<file path="src/rtl/assert_macros.svh">
// Assertion macros shared by the RTL of the distance reply parser.
// No dependencies; included by the modules that carry assertions.
`ifndef ASSERT_MACROS_SVH
`define ASSERT_MACROS_SVH

// Same-cycle implication, disabled while reset is asserted.
`define ADRP_ASSERT_IMPL(lbl, clk, rst_n, ante, cons) \
    lbl: assert property (@(posedge clk) disable iff (!rst_n) (ante) |-> (cons)) \
        else $error("assertion failed");

// Next-cycle implication, disabled while reset is asserted.
`define ADRP_ASSERT_NEXT(lbl, clk, rst_n, ante, cons) \
    lbl: assert property (@(posedge clk) disable iff (!rst_n) (ante) |=> (cons)) \
        else $error("assertion failed");

`endif

</file>
<file path="src/rtl/adrp_pkg.sv">
// Package of the distance reply parser: word types, codes and helpers.
// No dependencies; used by adrp_parse and ascii_distance_reply_parser_core.
package adrp_pkg;

    // Default byte budget of one reply.
    localparam int MAX_BYTES_DEF = 63;

    // Reset value of the range limit register.
    localparam logic [15:0] RANGE_LIMIT_RST = 16'd10000;

    // Characters the parser looks for.
    localparam logic [7:0] CH_NUL   = 8'h00;
    localparam logic [7:0] CH_SPACE = 8'h20;
    localparam logic [7:0] CH_ZERO  = 8'h30;
    localparam logic [7:0] CH_NINE  = 8'h39;
    localparam logic [7:0] CH_COLON = 8'h3A;
    localparam logic [7:0] CH_D     = 8'h64;

    // Action codes of an input word.
    localparam logic ACT_BYTE    = 1'b0;
    localparam logic ACT_TIMEOUT = 1'b1;

    // Progress of the "d:" marker match.
    typedef enum logic [2:0] {
        PH_SEARCH = 3'd0,
        PH_SAW_D  = 3'd1,
        PH_SPACES = 3'd2,
        PH_DIGITS = 3'd3,
        PH_DONE   = 3'd4,
        PH_FAILED = 3'd5
    } t_phase;

    // Result status codes.
    typedef enum logic [1:0] {
        ST_OK      = 2'd0,
        ST_TIMEOUT = 2'd1,
        ST_RANGE   = 2'd2,
        ST_PARSE   = 2'd3
    } t_status;

    // One input word.
    typedef struct packed {
        logic       action;
        logic [7:0] data_byte;
        logic       last;
    } t_in_word;

    // One result word.
    typedef struct packed {
        logic [1:0]  status;
        logic [15:0] distance;
        logic        used_fallback;
    } t_out_word;

    // What the parse stage hands to the output register.
    typedef struct packed {
        logic      emit;
        t_out_word word;
    } t_step_res;

    // Decimal accumulate modulo 65536: v * 10 + d as two shifts and adds.
    function automatic logic [15:0] acc10(input logic [15:0] v, input logic [3:0] d);
        acc10 = (v << 3) + (v << 1) + {12'd0, d};
    endfunction

endpackage

</file>
<file path="src/rtl/ascii_distance_reply_parser_core.sv">
// Top level of the distance reply parser: input register, parse stage,
// result register and the range limit register. Depends on adrp_pkg,
// adrp_parse and assert_macros.svh.
//
// Usage: reply bytes enter on the input channel (i_in_valid, o_in_stall,
// i_in_word) one word per cycle. A byte word with last set, or a timeout
// word, ends the reply and yields one result word on the output channel
// (o_out_valid, i_out_stall, o_out_word); other words yield nothing.
// The range limit is written through i_cfg_valid / o_cfg_ready / i_cfg_data
// while the block is idle; o_cfg_ready is always high.
// A word waits in the input register until the parse stage takes it, and
// the result of an ending word is loaded into the result register.
// Throughput: one word per cycle unless stalled, set by the update of the
// parse state (times-ten accumulate plus limit compare).
// While the receiver stalls, the held result stays; bytes that end no
// reply keep flowing, and a word that would end a reply waits in the input
// register, which then stalls the input channel.
// Reset (synchronous, active low) empties both registers, clears the parse
// state and sets the range limit to 10000.
`include "assert_macros.svh"

module ascii_distance_reply_parser_core #(
    parameter int MAX_BYTES = adrp_pkg::MAX_BYTES_DEF
) (
    input  logic                i_clk,
    input  logic                i_rst_n,
    input  logic                i_in_valid,
    output logic                o_in_stall,
    input  adrp_pkg::t_in_word  i_in_word,
    output logic                o_out_valid,
    input  logic                i_out_stall,
    output adrp_pkg::t_out_word o_out_word,
    input  logic                i_cfg_valid,
    output logic                o_cfg_ready,
    input  logic [15:0]         i_cfg_data
);

    logic                r_in_valid;
    adrp_pkg::t_in_word  r_in_word;
    logic                r_out_valid;
    adrp_pkg::t_out_word r_out_word;
    logic [15:0]         r_range_limit;
    adrp_pkg::t_step_res parse_res;
    logic                out_free;
    logic                fire;

    // The parse stage moves when it holds a word and its result has room.
    assign out_free   = !r_out_valid || !i_out_stall;
    assign fire       = r_in_valid && (out_free || !parse_res.emit);
    assign o_in_stall = r_in_valid && !fire;
    assign o_cfg_ready = 1'b1;

    adrp_parse #(
        .MAX_BYTES(MAX_BYTES)
    ) u_parse (
        .i_clk        (i_clk),
        .i_rst_n      (i_rst_n),
        .i_step       (fire),
        .i_word       (r_in_word),
        .i_range_limit(r_range_limit),
        .o_res        (parse_res)
    );

    // Input register.
    always_ff @(posedge i_clk) begin
        if (!i_rst_n) begin
            r_in_valid <= 1'b0;
        end else if (i_in_valid && !o_in_stall) begin
            r_in_valid <= 1'b1;
        end else if (fire) begin
            r_in_valid <= 1'b0;
        end
    end

    always_ff @(posedge i_clk) begin
        if (i_in_valid && !o_in_stall) begin
            r_in_word <= i_in_word;
        end
    end

    // Result register.
    always_ff @(posedge i_clk) begin
        if (!i_rst_n) begin
            r_out_valid <= 1'b0;
        end else if (fire && parse_res.emit) begin
            r_out_valid <= 1'b1;
        end else if (!i_out_stall) begin
            r_out_valid <= 1'b0;
        end
    end

    always_ff @(posedge i_clk) begin
        if (fire && parse_res.emit) begin
            r_out_word <= parse_res.word;
        end
    end

    assign o_out_valid = r_out_valid;
    assign o_out_word  = r_out_word;

    // Range limit register.
    always_ff @(posedge i_clk) begin
        if (!i_rst_n) begin
            r_range_limit <= adrp_pkg::RANGE_LIMIT_RST;
        end else if (i_cfg_valid && o_cfg_ready) begin
            r_range_limit <= i_cfg_data;
        end
    end

    // A result never overwrites one the receiver has not taken.
    `ADRP_ASSERT_IMPL(a_no_overwrite, i_clk, i_rst_n, fire && parse_res.emit, out_free)
    // A word held back by a stalled output stays in the input register.
    `ADRP_ASSERT_NEXT(a_in_held, i_clk, i_rst_n, r_in_valid && !fire, r_in_valid)
    // An ending word always shows a result on the next cycle.
    `ADRP_ASSERT_NEXT(a_result_shown, i_clk, i_rst_n, fire && parse_res.emit, r_out_valid)

endmodule

</file>
<file path="src/rtl/adrp_parse.sv">
// Parse stage of the distance reply parser: holds the per-reply state and
// updates it with one word per cycle on i_step. Depends on adrp_pkg.
module adrp_parse #(
    parameter int MAX_BYTES = adrp_pkg::MAX_BYTES_DEF
) (
    input  logic                i_clk,
    input  logic                i_rst_n,
    input  logic                i_step,
    input  adrp_pkg::t_in_word  i_word,
    input  logic [15:0]         i_range_limit,
    output adrp_pkg::t_step_res o_res
);

    localparam int CNT_W = $clog2(MAX_BYTES + 1);

    // Per-reply state.
    adrp_pkg::t_phase r_phase, n_phase;
    logic [15:0]      r_mval, n_mval;
    logic [15:0]      r_run, n_run;
    logic             r_in_run, n_in_run;
    logic             r_fb_found, n_fb_found;
    logic [15:0]      r_fb_val, n_fb_val;
    logic             r_ended, n_ended;
    logic [CNT_W-1:0] r_count, n_count;

    // Next state after taking the word, and the result when the reply ends.
    always_comb begin
        logic             is_digit;
        logic [3:0]       digit;
        logic             take;
        adrp_pkg::t_phase s_phase;
        logic [15:0]      s_mval;
        logic [15:0]      s_run;
        logic             s_in_run;
        logic             s_fb_found;
        logic [15:0]      s_fb_val;
        logic             s_ended;
        logic [CNT_W-1:0] s_count;
        logic             f_found;
        logic [15:0]      f_val;
        logic [7:0]       b;

        b        = i_word.data_byte;
        is_digit = (b >= adrp_pkg::CH_ZERO) && (b <= adrp_pkg::CH_NINE);
        digit    = b[3:0];
        take     = (i_word.action == adrp_pkg::ACT_BYTE) && !r_ended
                   && (r_count < CNT_W'(MAX_BYTES));

        s_phase    = r_phase;
        s_mval     = r_mval;
        s_run      = r_run;
        s_in_run   = r_in_run;
        s_fb_found = r_fb_found;
        s_fb_val   = r_fb_val;
        s_ended    = r_ended;
        s_count    = r_count;

        if (take) begin
            s_count = r_count + CNT_W'(1);
            if (b == adrp_pkg::CH_NUL) begin
                s_ended = 1'b1;
            end else begin
                // Digit runs for the fallback rule.
                if (is_digit) begin
                    s_run    = adrp_pkg::acc10(r_run, digit);
                    s_in_run = 1'b1;
                end else if (r_in_run) begin
                    if (!r_fb_found && (r_run != 16'd0) && (r_run < i_range_limit)) begin
                        s_fb_found = 1'b1;
                        s_fb_val   = r_run;
                    end
                    s_in_run = 1'b0;
                    s_run    = 16'd0;
                end

                // Marker match and the value that follows it.
                case (r_phase)
                    adrp_pkg::PH_SEARCH: begin
                        if (b == adrp_pkg::CH_D) s_phase = adrp_pkg::PH_SAW_D;
                    end
                    adrp_pkg::PH_SAW_D: begin
                        if (b == adrp_pkg::CH_COLON) s_phase = adrp_pkg::PH_SPACES;
                        else if (b != adrp_pkg::CH_D) s_phase = adrp_pkg::PH_SEARCH;
                    end
                    adrp_pkg::PH_SPACES: begin
                        if (is_digit) begin
                            s_mval  = {12'd0, digit};
                            s_phase = adrp_pkg::PH_DIGITS;
                        end else if (b != adrp_pkg::CH_SPACE) begin
                            s_phase = adrp_pkg::PH_FAILED;
                        end
                    end
                    adrp_pkg::PH_DIGITS: begin
                        if (is_digit) s_mval = adrp_pkg::acc10(r_mval, digit);
                        else s_phase = adrp_pkg::PH_DONE;
                    end
                    default: begin
                    end
                endcase
            end
        end

        // A run still open at the end of the reply is closed here.
        f_found = s_fb_found;
        f_val   = s_fb_val;
        if (s_in_run && !s_fb_found && (s_run != 16'd0) && (s_run < i_range_limit)) begin
            f_found = 1'b1;
            f_val   = s_run;
        end

        // Result selection.
        o_res.emit               = (i_word.action == adrp_pkg::ACT_TIMEOUT) || i_word.last;
        o_res.word.distance      = 16'd0;
        o_res.word.used_fallback = 1'b0;
        if ((i_word.action == adrp_pkg::ACT_TIMEOUT) && (r_count == '0)) begin
            o_res.word.status = adrp_pkg::ST_TIMEOUT;
        end else if ((s_phase == adrp_pkg::PH_DIGITS) || (s_phase == adrp_pkg::PH_DONE)) begin
            o_res.word.distance = s_mval;
            o_res.word.status   = (s_mval > i_range_limit) ? adrp_pkg::ST_RANGE
                                                           : adrp_pkg::ST_OK;
        end else if (f_found) begin
            o_res.word.distance      = f_val;
            o_res.word.status        = adrp_pkg::ST_OK;
            o_res.word.used_fallback = 1'b1;
        end else begin
            o_res.word.status = adrp_pkg::ST_PARSE;
        end

        // A finished reply leaves the state cleared for the next one.
        n_phase    = s_phase;
        n_mval     = s_mval;
        n_run      = s_run;
        n_in_run   = s_in_run;
        n_fb_found = s_fb_found;
        n_fb_val   = s_fb_val;
        n_ended    = s_ended;
        n_count    = s_count;
        if (o_res.emit) begin
            n_phase    = adrp_pkg::PH_SEARCH;
            n_mval     = 16'd0;
            n_run      = 16'd0;
            n_in_run   = 1'b0;
            n_fb_found = 1'b0;
            n_fb_val   = 16'd0;
            n_ended    = 1'b0;
            n_count    = '0;
        end
    end

    // State registers advance only when the stage takes a word.
    always_ff @(posedge i_clk) begin
        if (!i_rst_n) begin
            r_phase    <= adrp_pkg::PH_SEARCH;
            r_mval     <= 16'd0;
            r_run      <= 16'd0;
            r_in_run   <= 1'b0;
            r_fb_found <= 1'b0;
            r_fb_val   <= 16'd0;
            r_ended    <= 1'b0;
            r_count    <= '0;
        end else if (i_step) begin
            r_phase    <= n_phase;
            r_mval     <= n_mval;
            r_run      <= n_run;
            r_in_run   <= n_in_run;
            r_fb_found <= n_fb_found;
            r_fb_val   <= n_fb_val;
            r_ended    <= n_ended;
            r_count    <= n_count;
        end
    end

endmodule

</file>
<file path="config.mk">
export PLATFORM = sky130hd
export DESIGN_NAME = ascii_distance_reply_parser_core
export DESIGN_NICKNAME = d
export VERILOG_FILES = /design/src/rtl/adrp_pkg.sv /design/src/rtl/ascii_distance_reply_parser_core.sv /design/src/rtl/adrp_parse.sv
export VERILOG_INCLUDE_DIRS = /design/src /design/src/rtl
export SDC_FILE = /design/constraint.sdc
export NUM_CORES = 1
export LEC_CHECK = 0
export BUFFER_PORTS_ARGS = -buffer_cell sky130_fd_sc_hd__buf_2
export CAP_MARGIN = 15
export CORE_MARGIN = 10
export CORE_UTILIZATION = 60
export CTS_CLUSTER_SIZE = 8
export DETAILED_ROUTE_END_ITERATION = 16
export PLACE_DENSITY = 0.79
export SYNTH_ARGS = -nofsm -noshare
export SYNTH_HDL_FRONTEND = slang
export SYNTH_HIERARCHICAL = 1
export SYNTH_SLANG_ARGS = --single-unit
</file>
<file path="constraint.sdc">
create_clock -name i_clk -period 5 [get_ports i_clk]
set_input_delay 1.5 -clock i_clk [delete_from_list [all_inputs] [get_ports i_clk]]
set_output_delay 1.5 -clock i_clk [all_outputs]
set_load 0.01 [all_outputs]
</file>
# ---- Word level (Yosys, flattened, before mapping)
# Cells that the tools add are included.
dict set report classes {
  n_addsub 5
  multipliers 0
  div_mod_pow 0
  n_lt_le_gt_ge 6
  eq_ne 10
  n_shift 0
  n_mux 52
  bitwise 1
  reduce_logical 36
}
# operator n
set ops {}
lappend ops {{$mux W16} 17}
lappend ops {{$add A16 B16 Y16} 2}
lappend ops {{$add A16 B4 Y16} 2}
lappend ops {{$lt A16 B16 Y1} 2}
lappend ops {{$pmux W16 S2} 1}
lappend ops {{$reduce_bool A16 Y1} 2}
lappend ops {{$mux W3} 9}
lappend ops {{$mux W1} 18}
lappend ops {{$mux W18} 1}
lappend ops {{$mux W17} 1}
lappend ops {{$gt A16 B16 Y1} 1}
lappend ops {{$logic_and A1 B1 Y1} 13}
lappend ops {{$mux W6} 2}
lappend ops {{$pmux W3 S4} 1}
lappend ops {{$eq A3 B2 Y1 const B} 3}
lappend ops {{$eq A8 B6 Y1 const B} 1}
lappend ops {{$eq A8 B7 Y1 const B} 1}
lappend ops {{$ge A8 B6 Y1 const B} 1}
lappend ops {{$le A8 B6 Y1 const B} 1}
lappend ops {{$logic_not A1 Y1} 8}
lappend ops {{$logic_not A8 Y1} 1}
lappend ops {{$ne A8 B6 Y1 const B} 1}
lappend ops {{$ne A8 B7 Y1 const B} 1}
lappend ops {{$add A6 B1 Y6 const B} 1}
lappend ops {{other kinds (13)} 19}
dict set report totals {
  regBits 107
  latch_bits 0
  ram_bits 0
  rom_bits 0
  out_inout_bits 22
  wordCells 127
  n_memories 0
}

# ---- Logic depth before layout (Yosys ltp)
# Gate-level depths: netlist (run 1).
dict set report depth {
  word_depth 15
  mapped_depth 20
}

# ---- Hierarchy
# The synthesis (run 1) kept the hierarchy.
# mod instances cells_each area_each_um2 seq_area_each_um2
set by_module_without_submodules {}
lappend by_module_without_submodules {adrp_parse 1 812 6322.3 1201.2}
lappend by_module_without_submodules {ascii_distance_reply_parser_core 1 93 1579.0 1231.2}

# ---- Worst setup path after synthesis (run 1)
# Ideal clock, no wire load.
dict set report synth_timing {
  path_type {reg2reg}
  start {register r_in_word[4] (netlist bit)}
  end {register r_out_word (netlist bit o_out_word[10]), data pin}
  arrival_ns 4.449
  slack_ns 0.390
  stages_incl_launch_ff 19
  path_buffers 1
  period_less_slack_ns 4.610
  cell_sequence {edfxtp_1 > fa_1 > fa_1 > a211oi_1 > o21ai_0 > a31o_2 > a31oi_1 > xnor2_1 > o21ai_0 > ha_1 > nand4_1 > nor3_1 > o21ai_0 > a311o_1 > nand4_1 > nor3_1 > o21ai_4 > buf_6 > o221ai_2}
}
dict set report synth_between {
  elab_chain_len 12
  word_cells_on_any_way 49
  cone_classes {2 x add/sub; 3 x order compare; 6 x eq/ne; 30 x mux; 8 x reduce/logical}
}
# item line_no
set synth_lines {}
lappend synth_lines {{start, declared} ascii_distance_reply_parser_core.sv:39} ;# adrp_pkg::t_in_word r_in_word;
lappend synth_lines {{start signal, assigned} ascii_distance_reply_parser_core.sv:77} ;# r_in_word <= i_in_word;
lappend synth_lines {{branches (longest 11 deep; another with $add A16 B4 Y16)} -}
lappend synth_lines {{$mux W18 (*)} adrp_parse.sv:117} ;# end else if ((s_phase == adrp_pkg::PH_DIGITS) || (s_phase == adrp_pkg::PH_DONE)) begin
lappend synth_lines {{end signal, assigned} ascii_distance_reply_parser_core.sv:94} ;# r_out_word <= parse_res.word;
lappend synth_lines {{end, declared} ascii_distance_reply_parser_core.sv:41} ;# adrp_pkg::t_out_word r_out_word;
# Mark *: on every way between the ends.
# A chain may end at the register's enable or synchronous reset.

# ---- Worst setup path after layout (run 1)
dict set report layout_timing {
  start {register r_in_word[4] (netlist bit)}
  end {register r_out_word (netlist bit o_out_word[1]), data pin}
}
# Same word-level chain as after synthesis.

==> metrics.log, run 1 <==
INFO  metric synth.lib_cells_used.distinct = 70
INFO  metric layout.cells.most_common = sky130_fd_sc_hd__ha_1
INFO  metric number_of_enable_flip_flop_cells_after_synthesis = 29
INFO  metric postCtsHoldBufs = 0
INFO  metric r2r.worst_path.cells = 18
INFO  metric max_slew_margin = around a third
INFO  metric worst_skew_pair.late_latency = between 0.3 and 0.4 ns
INFO  metric nFillCells = 1053
INFO  metric floorplan.initialDensity = around three fifths
INFO  metric post_cts.repair.setup_buffers = 0
INFO  metric flow.area_growth_from_synthesis = 11.4%
INFO  metric placed_cell_area = 8460 um^2
INFO  metric max_cap_violations = 0
INFO  metric cts_num_sinks = between 100 and 150
INFO  metric first_iter_violations = approximately 800
INFO  metric layout-drive-gt1-share = between 10% and 20%
INFO  metric seq_area_frac_synth = 30.8%
INFO  metric synth-warning-count = 6
INFO  metric stdcell_area = a little under 9000 um^2
INFO  metric total_leakage_power = 3.96 nW
INFO  metric synth_area_per_cell = around 8.7 um^2
INFO  metric dp_hpwl = 17500 um
INFO  metric synth_async_sr_flop_share = 0%
INFO  metric ioPinCount = 53
INFO  metric vias_in_the_first_global_route = slightly below 7000
INFO  metric maxClockFrequency = around 210 MHz
INFO  metric ant_nets = 0
INFO  metric final-setup-viol-count = 0
INFO  metric fin_hold_ws = about 0.46 ns
INFO  metric finalWorstPathRequiredPeriod = about 4.7 ns
INFO  metric floorplan.rows = a little over 40
INFO  metric hold-path-cell-count = 2
INFO  metric finalMaxSlewViolations = 0
INFO  metric worst-endpoint-arrival = between 4 and 5 ns
INFO  metric final-hold-violation-count = 0
INFO  metric final_total_power = roughly 1.8 mW
INFO  metric grt_max_degree = 38
INFO  metric grt_antenna_before_repair = 0
INFO  metric drt_pre_antenna_iters = 6
INFO  metric mappedNetlistNets = between 1000 and 1500
INFO  metric vias = between 7000 and 8000
INFO  metric cts_tree = yes
INFO  metric numCtsBuffers = 9
INFO  metric outcome = complete, no violations
INFO  metric h_tree_lvls = 3
INFO  metric grt_setup_unrepaired = true
INFO  metric detail_route.drc_violations = 0
INFO  metric grt_first_pass_wirelength = between 30000 and 40000 um
INFO  metric ir_drop_worst_case_vdd = 0.000188 V
INFO  metric post_synth_inst_count = 905
INFO  metric timing.setup.critical_path_class = reg -> reg
INFO  metric post-synth-top-area-cell = sky130_fd_sc_hd__dfxtp_1
INFO  metric ys_dominant_reg_cell = sky130_fd_sc_hd__dfxtp_1
INFO  metric critPathCaptureType = flip-flop
INFO  metric start_kind = flip-flop
INFO  metric worst-endpoint-required = approximately 5.2 ns
INFO  metric finalWeightedCongestion = between 1 and 1.5
INFO  metric routedWlPerCell = roughly 20 um
INFO  metric clk_transition_reported_paths = around 0.08 ns
INFO  metric syn_area = a little under 8000 um^2
INFO  metric core_region_area = 12800 um^2
INFO  metric die-area = 18200 um^2
INFO  metric grt_util_all_layers = between 20% and 30%
INFO  metric leading_post_synthesis_cells_by_cell_area = sky130_fd_sc_hd__dfxtp_1 20%, sky130_fd_sc_hd__ha_1 16%, sky130_fd_sc_hd__edfxtp_1 11%, sky130_fd_sc_hd__nor2b_1 4.4%, sky130_fd_sc_hd__a21oi_1 4.2%
INFO  metric final_cycle_share = 94.1%
INFO  metric holdCritPathClass = reg -> reg
INFO  metric synth.top_cell.area_share = between 10% and 20%
INFO  metric die_height = around 130 um
INFO  metric nNetsFinal = 1099
INFO  metric ff_latch_count_synth = ~110
INFO  metric skew = just over 0.008 ns
INFO  metric post_cts_resized = 0
INFO  metric clockRootBuffer = sky130_fd_sc_hd__clkbuf_16
INFO  metric power_per_cell_area = 208 nW/um^2
INFO  metric drt_wl_total = ~23000 um
INFO  metric timing_worst_slew_pin_value = around 0.97 ns
INFO  metric floorplan.die.width = around 130 um
INFO  metric place.port_buffers = a little over 50
INFO  metric crit_path_max_fanout = 13
INFO  metric overflow = 0
INFO  metric top_library_cells_by_usage_in_the_layout_fill_and_taps_aside = 100 x sky130_fd_sc_hd__ha_1, 78 x sky130_fd_sc_hd__inv_1, 75 x sky130_fd_sc_hd__dfxtp_1, 63 x sky130_fd_sc_hd__a21oi_1, 55 x sky130_fd_sc_hd__nor2b_1
INFO  metric avgViaCountPerCell = ~6.3
INFO  metric cts_max_path_buffers = 2
INFO  metric antenna_diode_count = 0
cell usage after synthesis (8+ instances only):
cell type / instances
sky130_fd_sc_hd__mux2i_1: 23
sky130_fd_sc_hd__o21a_1: 12
sky130_fd_sc_hd__nor2b_1: 55
sky130_fd_sc_hd__a21oi_1: 66
sky130_fd_sc_hd__xnor2_1: 11
sky130_fd_sc_hd__a211oi_1: 11
sky130_fd_sc_hd__o221ai_2: 8
sky130_fd_sc_hd__or3_1: 9
sky130_fd_sc_hd__inv_1: 78
sky130_fd_sc_hd__nand2_1: 52
sky130_fd_sc_hd__clkbuf_1: 23
sky130_fd_sc_hd__o21ai_0: 38
sky130_fd_sc_hd__nor4_1: 9
sky130_fd_sc_hd__ha_1: 100
sky130_fd_sc_hd__xor2_1: 12
sky130_fd_sc_hd__nand4_1: 15
sky130_fd_sc_hd__a22oi_1: 13
sky130_fd_sc_hd__nor3_1: 12
sky130_fd_sc_hd__dfxtp_1: 78
sky130_fd_sc_hd__edfxtp_1: 29
sky130_fd_sc_hd__a31oi_1: 11
sky130_fd_sc_hd__and2_1: 37
sky130_fd_sc_hd__nor2_1: 51
sky130_fd_sc_hd__a21o_1: 16
sky130_fd_sc_hd__nand3_1: 13
sky130_fd_sc_hd__o22ai_1: 30
sequential cells by signal, summed over array words and instances, names as in the netlist:
| signal | flops |
|---|---|
| u_parse/r_fb_val | 16 |
| o_out_valid | 1 |
| u_parse/r_in_run | 1 |
| r_in_valid | 1 |
| u_parse/r_ended | 1 |
| r_range_limit | 16 |
| u_parse/r_run | 16 |
| u_parse/r_count | 6 |
| o_out_word | 19 |
| u_parse/r_mval | 16 |
| r_in_word | 10 |
| u_parse/r_phase | 3 |
| u_parse/r_fb_found | 1 |
through the flow:
stage	setup slack, ns	setup TNS (ns)	utilization (%)	cells
finish	0.295	0	68.9	1141
global route	-0.0274	-0.0506	68.9	1141
CTS	0.0293	0	68.7	1141
detailed placement	0.0895	0	66.2	1125
global placement	0.234	0	66.2	1125
floorplan	0.390	0	-	905
metal layers:
layer	track usage, %	share of wire (%)	vias up
met4	9.19	3.1	0
met1	32.8	41	3425
met2	40.5	47	335
met5	0	0	-
met3	5.53	9.0	48
li1	-	-	3415
critical path: stages, from the launching register on:
cell	delay (ns)
sky130_fd_sc_hd__edfxtp_1	0.42
sky130_fd_sc_hd__fa_1	0.54
sky130_fd_sc_hd__ha_1	0.35
sky130_fd_sc_hd__a211o_1	0.33
sky130_fd_sc_hd__a211oi_1	0.23
sky130_fd_sc_hd__nor2_1	0.10
sky130_fd_sc_hd__xor2_1	0.15
sky130_fd_sc_hd__a22oi_1	0.19
sky130_fd_sc_hd__inv_1	0.11
sky130_fd_sc_hd__ha_1	0.30
sky130_fd_sc_hd__a21o_1	0.18
sky130_fd_sc_hd__a21o_1	0.17
sky130_fd_sc_hd__a211oi_1	0.21
sky130_fd_sc_hd__o21ai_0	0.12
sky130_fd_sc_hd__o211ai_1	0.11
sky130_fd_sc_hd__nand4_1	0.14
sky130_fd_sc_hd__nor3_2	0.36
sky130_fd_sc_hd__o21ai_4	0.25
sky130_fd_sc_hd__o221ai_1	0.25
final cells by class:
| class | instances | area [um^2] | share of cell area (%) |
|---|---|---|---|
| Tap cell | 172 | 215 | 2.44 |
| Clock buffer | 10 | 239 | 2.71 |
| Timing Repair Buffer | 85 | 510 | 5.80 |
| Inverter | 78 | 293 | 3.33 |
| Sequential cell | 107 | 2440 | 27.7 |
| Clock inverter | 6 | 68.8 | 0.782 |
| Multi-Input combinational cell | 683 | 5040 | 57.3 |
logic make-up (layout without fill, tap and decap cells):
kind of cell / after synthesis / after routing / synth area share [%]
AND/OR/NAND/NOR: 274 / 274 / 18.5
AO/OA/AOI/OAI: 257 / 257 / 22.2
buffers and inverters: 115 / 179 / 6.03
flip-flops: 107 / 107 / 30.8
adder cells (fa/ha/maj): 104 / 104 / 16.8
multiplexers: 24 / 24 / 3.06
XOR/XNOR: 23 / 23 / 2.55
other: 1 / 1 / 0.0475
power by group:
| part | switching, mW | internal [mW] |
|---|---|---|
| Combinational | 0.0960 | 0.0522 |
| Sequential | 0.0117 | 0.906 |
| Clock | 0.353 | 0.409 |
| Total | 0.461 | 1.37 |
path summary, 6_finish.rpt:
check	startpoint	end	slack [ns]
worst min-delay path	u_parse/r_mval[15]	u_parse/r_mval[15]	0.46
worst max-delay path	r_in_word[4]	o_out_word[1]	0.29
worst max register to register	r_in_word[4]	o_out_word[1]	0.29
worst min register to register	u_parse/r_mval[15]	u_parse/r_mval[15]	0.46
Note: power is estimated with default switching activity, not from simulation.
==> run 2, diff against run 1 <==
--- a/config.mk
+++ b/config.mk
@@ -10,6 +10,7 @@
 export CAP_MARGIN = 15
 export CORE_MARGIN = 10
 export CORE_UTILIZATION = 60
+export CTS_BUF_LIST = sky130_fd_sc_hd__clkbuf_8
 export CTS_CLUSTER_SIZE = 8
 export DETAILED_ROUTE_END_ITERATION = 16
 export PLACE_DENSITY = 0.79
==> metrics.log, run 2 (synthesis results as in run 1) <==
INFO  metric layout.cells.most_common = sky130_fd_sc_hd__ha_1
INFO  metric clock_power_share = 35.3%
INFO  metric final-setup-viol-count = 0
INFO  metric max_cap_violations = 0
INFO  metric vias_in_the_first_global_route = 6871
INFO  metric place.port_buffers = slightly above 50
INFO  metric worstHoldStart = u_parse/r_mval[15]
INFO  metric numCtsBuffers = 9
INFO  metric nNetsFinal = 1100
INFO  metric outcome = complete, no violations
INFO  metric place_ws = between 0.08 and 0.09 ns
INFO  metric switching_share = 26.6%
INFO  metric drt_wl_total = roughly 23000 um
INFO  metric core_region_area = 12800 um^2
INFO  metric topRoutingLayerUsed = met4
INFO  metric clk_transition_reported_paths = roughly 0.11 ns
INFO  metric die_height = 135 um
INFO  metric worst-endpoint-required = approximately 5.2 ns
INFO  metric dp_hpwl = 17500 um
INFO  metric largest_reg_flops = 19
INFO  metric final_cycle_share = ~93%
INFO  metric detail_route.drc_violations = 0
INFO  metric cts_max_path_buffers = 2
INFO  metric holdCritPathClass = reg -> reg
INFO  metric floorplan.die.width = 135 um
INFO  metric flow.area_growth_from_synthesis = 10.4%
INFO  metric cpMaxStageDelayCell = sky130_fd_sc_hd__fa_1
INFO  metric maxClockFrequency = between 200 and 250 MHz
INFO  metric ioPinCount = 53
INFO  metric finalWeightedCongestion = a little over 1
INFO  metric clockRootBuffer = sky130_fd_sc_hd__clkbuf_8
INFO  metric ant_nets = 0
INFO  metric grt_util_all_layers = approximately a quarter
INFO  metric finalWorstPathRequiredPeriod = 4.66 ns
INFO  metric wirelength_met1 = roughly 9700 um
INFO  metric worst_skew_pair.late_latency = ~0.41 ns
INFO  metric grt_antenna_before_repair = 0
INFO  metric finalMaxSlewViolations = 0
INFO  metric routed-wl-met3 = roughly 2000 um
INFO  metric postCtsHoldBufs = 0
INFO  metric timing.setup.critical_path_class = reg -> reg
INFO  metric routedWlPerCell = between 20 and 25 um
INFO  metric top_library_cells_by_usage_in_the_layout_fill_and_taps_aside = 100 x sky130_fd_sc_hd__ha_1, 78 x sky130_fd_sc_hd__inv_1, 75 x sky130_fd_sc_hd__dfxtp_1, 63 x sky130_fd_sc_hd__a21oi_1, 55 x sky130_fd_sc_hd__nor2b_1
INFO  metric timing.critical_path.from = r_in_word[4]
INFO  metric fin_setup_tns = 0 ns
INFO  metric max_slew_margin = 36.1%
INFO  metric multiInputGateArea = 5050 um^2
INFO  metric vias = about 7000
INFO  metric ir_drop_worst_case_vdd = 0.000203 V
INFO  metric worst-endpoint-arrival = 4.89 ns
INFO  metric placed_cell_area = 8460 um^2
INFO  metric drt_pre_antenna_iters = 5
INFO  metric reg2reg_from = r_in_word[4]
INFO  metric avgViaCountPerCell = ~6.3
INFO  metric overflow = 0
INFO  metric floorplan.rows = 41
INFO  metric first_iter_violations = just over 800
INFO  metric grt_setup_unrepaired = true
INFO  metric post_layout_worst_setup_margin = 0.336 ns
INFO  metric final-hold-violation-count = 0
INFO  metric finish.cell_count_without_fillers = 1142
INFO  metric h_tree_lvls = 3
INFO  metric power.share.sequential = 55.7%
INFO  metric floorplan.initialDensity = about three fifths
INFO  metric worstPathCellList = buf_4 -> inv_1 -> fa_1 -> inv_1 -> ha_1 -> a211oi_1 -> nor2_1 -> o41ai_2 -> o21a_1 -> a21oi_1 -> a31oi_1 -> xnor2_1 -> nor2_1 -> or2_2 -> ha_1 -> nand4_1 -> o21ai_1 -> a21oi_1 -> a31oi_1 -> o2bb2ai_1
INFO  metric placed_cells_incl_taps = about 1100
INFO  metric route.met2.wl = 10700 um
INFO  metric die-area = about 18000 um^2
INFO  metric internal_power = 1.21 mW
INFO  metric grt_max_degree = 38
INFO  metric skew = approximately 0.015 ns
INFO  metric critical-path-max-stage-delay = 0.60 ns
INFO  metric total_leakage_power = between 3 and 4 nW
INFO  metric register_area = between 2000 and 2500 um^2
INFO  metric timing_worst_slew_pin_value = between 0.9 and 1 ns
INFO  metric power.switching = ~440 uW
INFO  metric cts_num_sinks = 107
INFO  metric nFillCells = ~1100
INFO  metric start_kind = flip-flop
INFO  metric crit_path_max_fanout = 4
INFO  metric power_per_cell_area = ~190 nW/um^2
INFO  metric layout-drive-gt1-share = a little over an eighth
INFO  metric antenna_diode_count = 0
INFO  metric comb_power_share = about 9.0%
INFO  metric cts_tree = yes
INFO  metric critPathCaptureType = flip-flop
INFO  metric grt_first_pass_wirelength = approximately 37000 um
INFO  metric stdcell_area = just under 9000 um^2
## run 2: changes by cell type in the layout (fill, tap and decap cells not counted)
cell and change:
sky130_fd_sc_hd__buf_4 +1, sky130_fd_sc_hd__clkbuf_8 +9, sky130_fd_sc_hd__nor3_4 +1, sky130_fd_sc_hd__clkbuf_16 -9, sky130_fd_sc_hd__o21ai_0 -1, sky130_fd_sc_hd__o21ai_2 +1
sky130_fd_sc_hd__nor3_2 -1
## run 2: per-layer routing
layer / global-route usage, % / vias up
met3: 5.82 / 57
li1: - / 3427
met2: 40.2 / 312
met1: 32.9 / 3401
met5: 0 / -
met4: 9.73 / 0
## run 2: final cells by class
class / instances / area share [%]
Multi-Input combinational cell: 683 / 57.9
Sequential cell: 107 / 27.9
Timing Repair Buffer: 86 / 5.94
Inverter: 78 / 3.36
Tap cell: 172 / 2.47
Clock buffer: 10 / 1.58
Clock inverter: 6 / 0.789
## run 2: power by group through the flow
stage                     sequential, mW  clock [mW]  combinational (mW)
after floorplan                    0.936           0              0.0872
after global placement             0.936           0               0.142
after detailed placement           0.937           0               0.144
after CTS                          0.917       0.595               0.145
after global routing               0.920       0.631               0.161
final                              0.918       0.582               0.148
## run 2: final timing paths
path	endpoint	slack, ns	depth (start not counted)
max	o_out_word[18]	0.34	20
min	u_parse/r_mval[15]	0.46	2
max reg2reg	o_out_word[18]	0.34	20
min reg2reg	u_parse/r_mval[15]	0.46	2
## run 2: critical path, delay by kind of cell (launching register included)
kind            cells  cell delay, ns
flops               1            0.40
xor+xnor            1            0.16
fa+ha+maj           3            1.21
compound gates      9            1.74
simple gates        4            0.65
buf+inv             3            0.33
## run 2: timing repair
| action | in CTS | in global routing |
|---|---|---|
| setup endpoints to repair | 0 | 18 |
| buffers inserted | 0 | 1 |
| resized for setup | 0 | 13 |
## run 2: metrics by stage
| step | util (%) | hold WS, ns | power [mW] |
|---|---|---|---|
| 2_1_floorplan | - | 0.436 | 1.02 |
| 3_3_place_gp | 66.2 | 0.446 | 1.08 |
| 3_5_place_dp | 66.2 | 0.451 | 1.08 |
| 4_1_cts | 67.9 | 0.466 | 1.66 |
| 5_1_grt | 68.3 | 0.506 | 1.71 |
| 6_report | 68.3 | 0.462 | 1.65 |
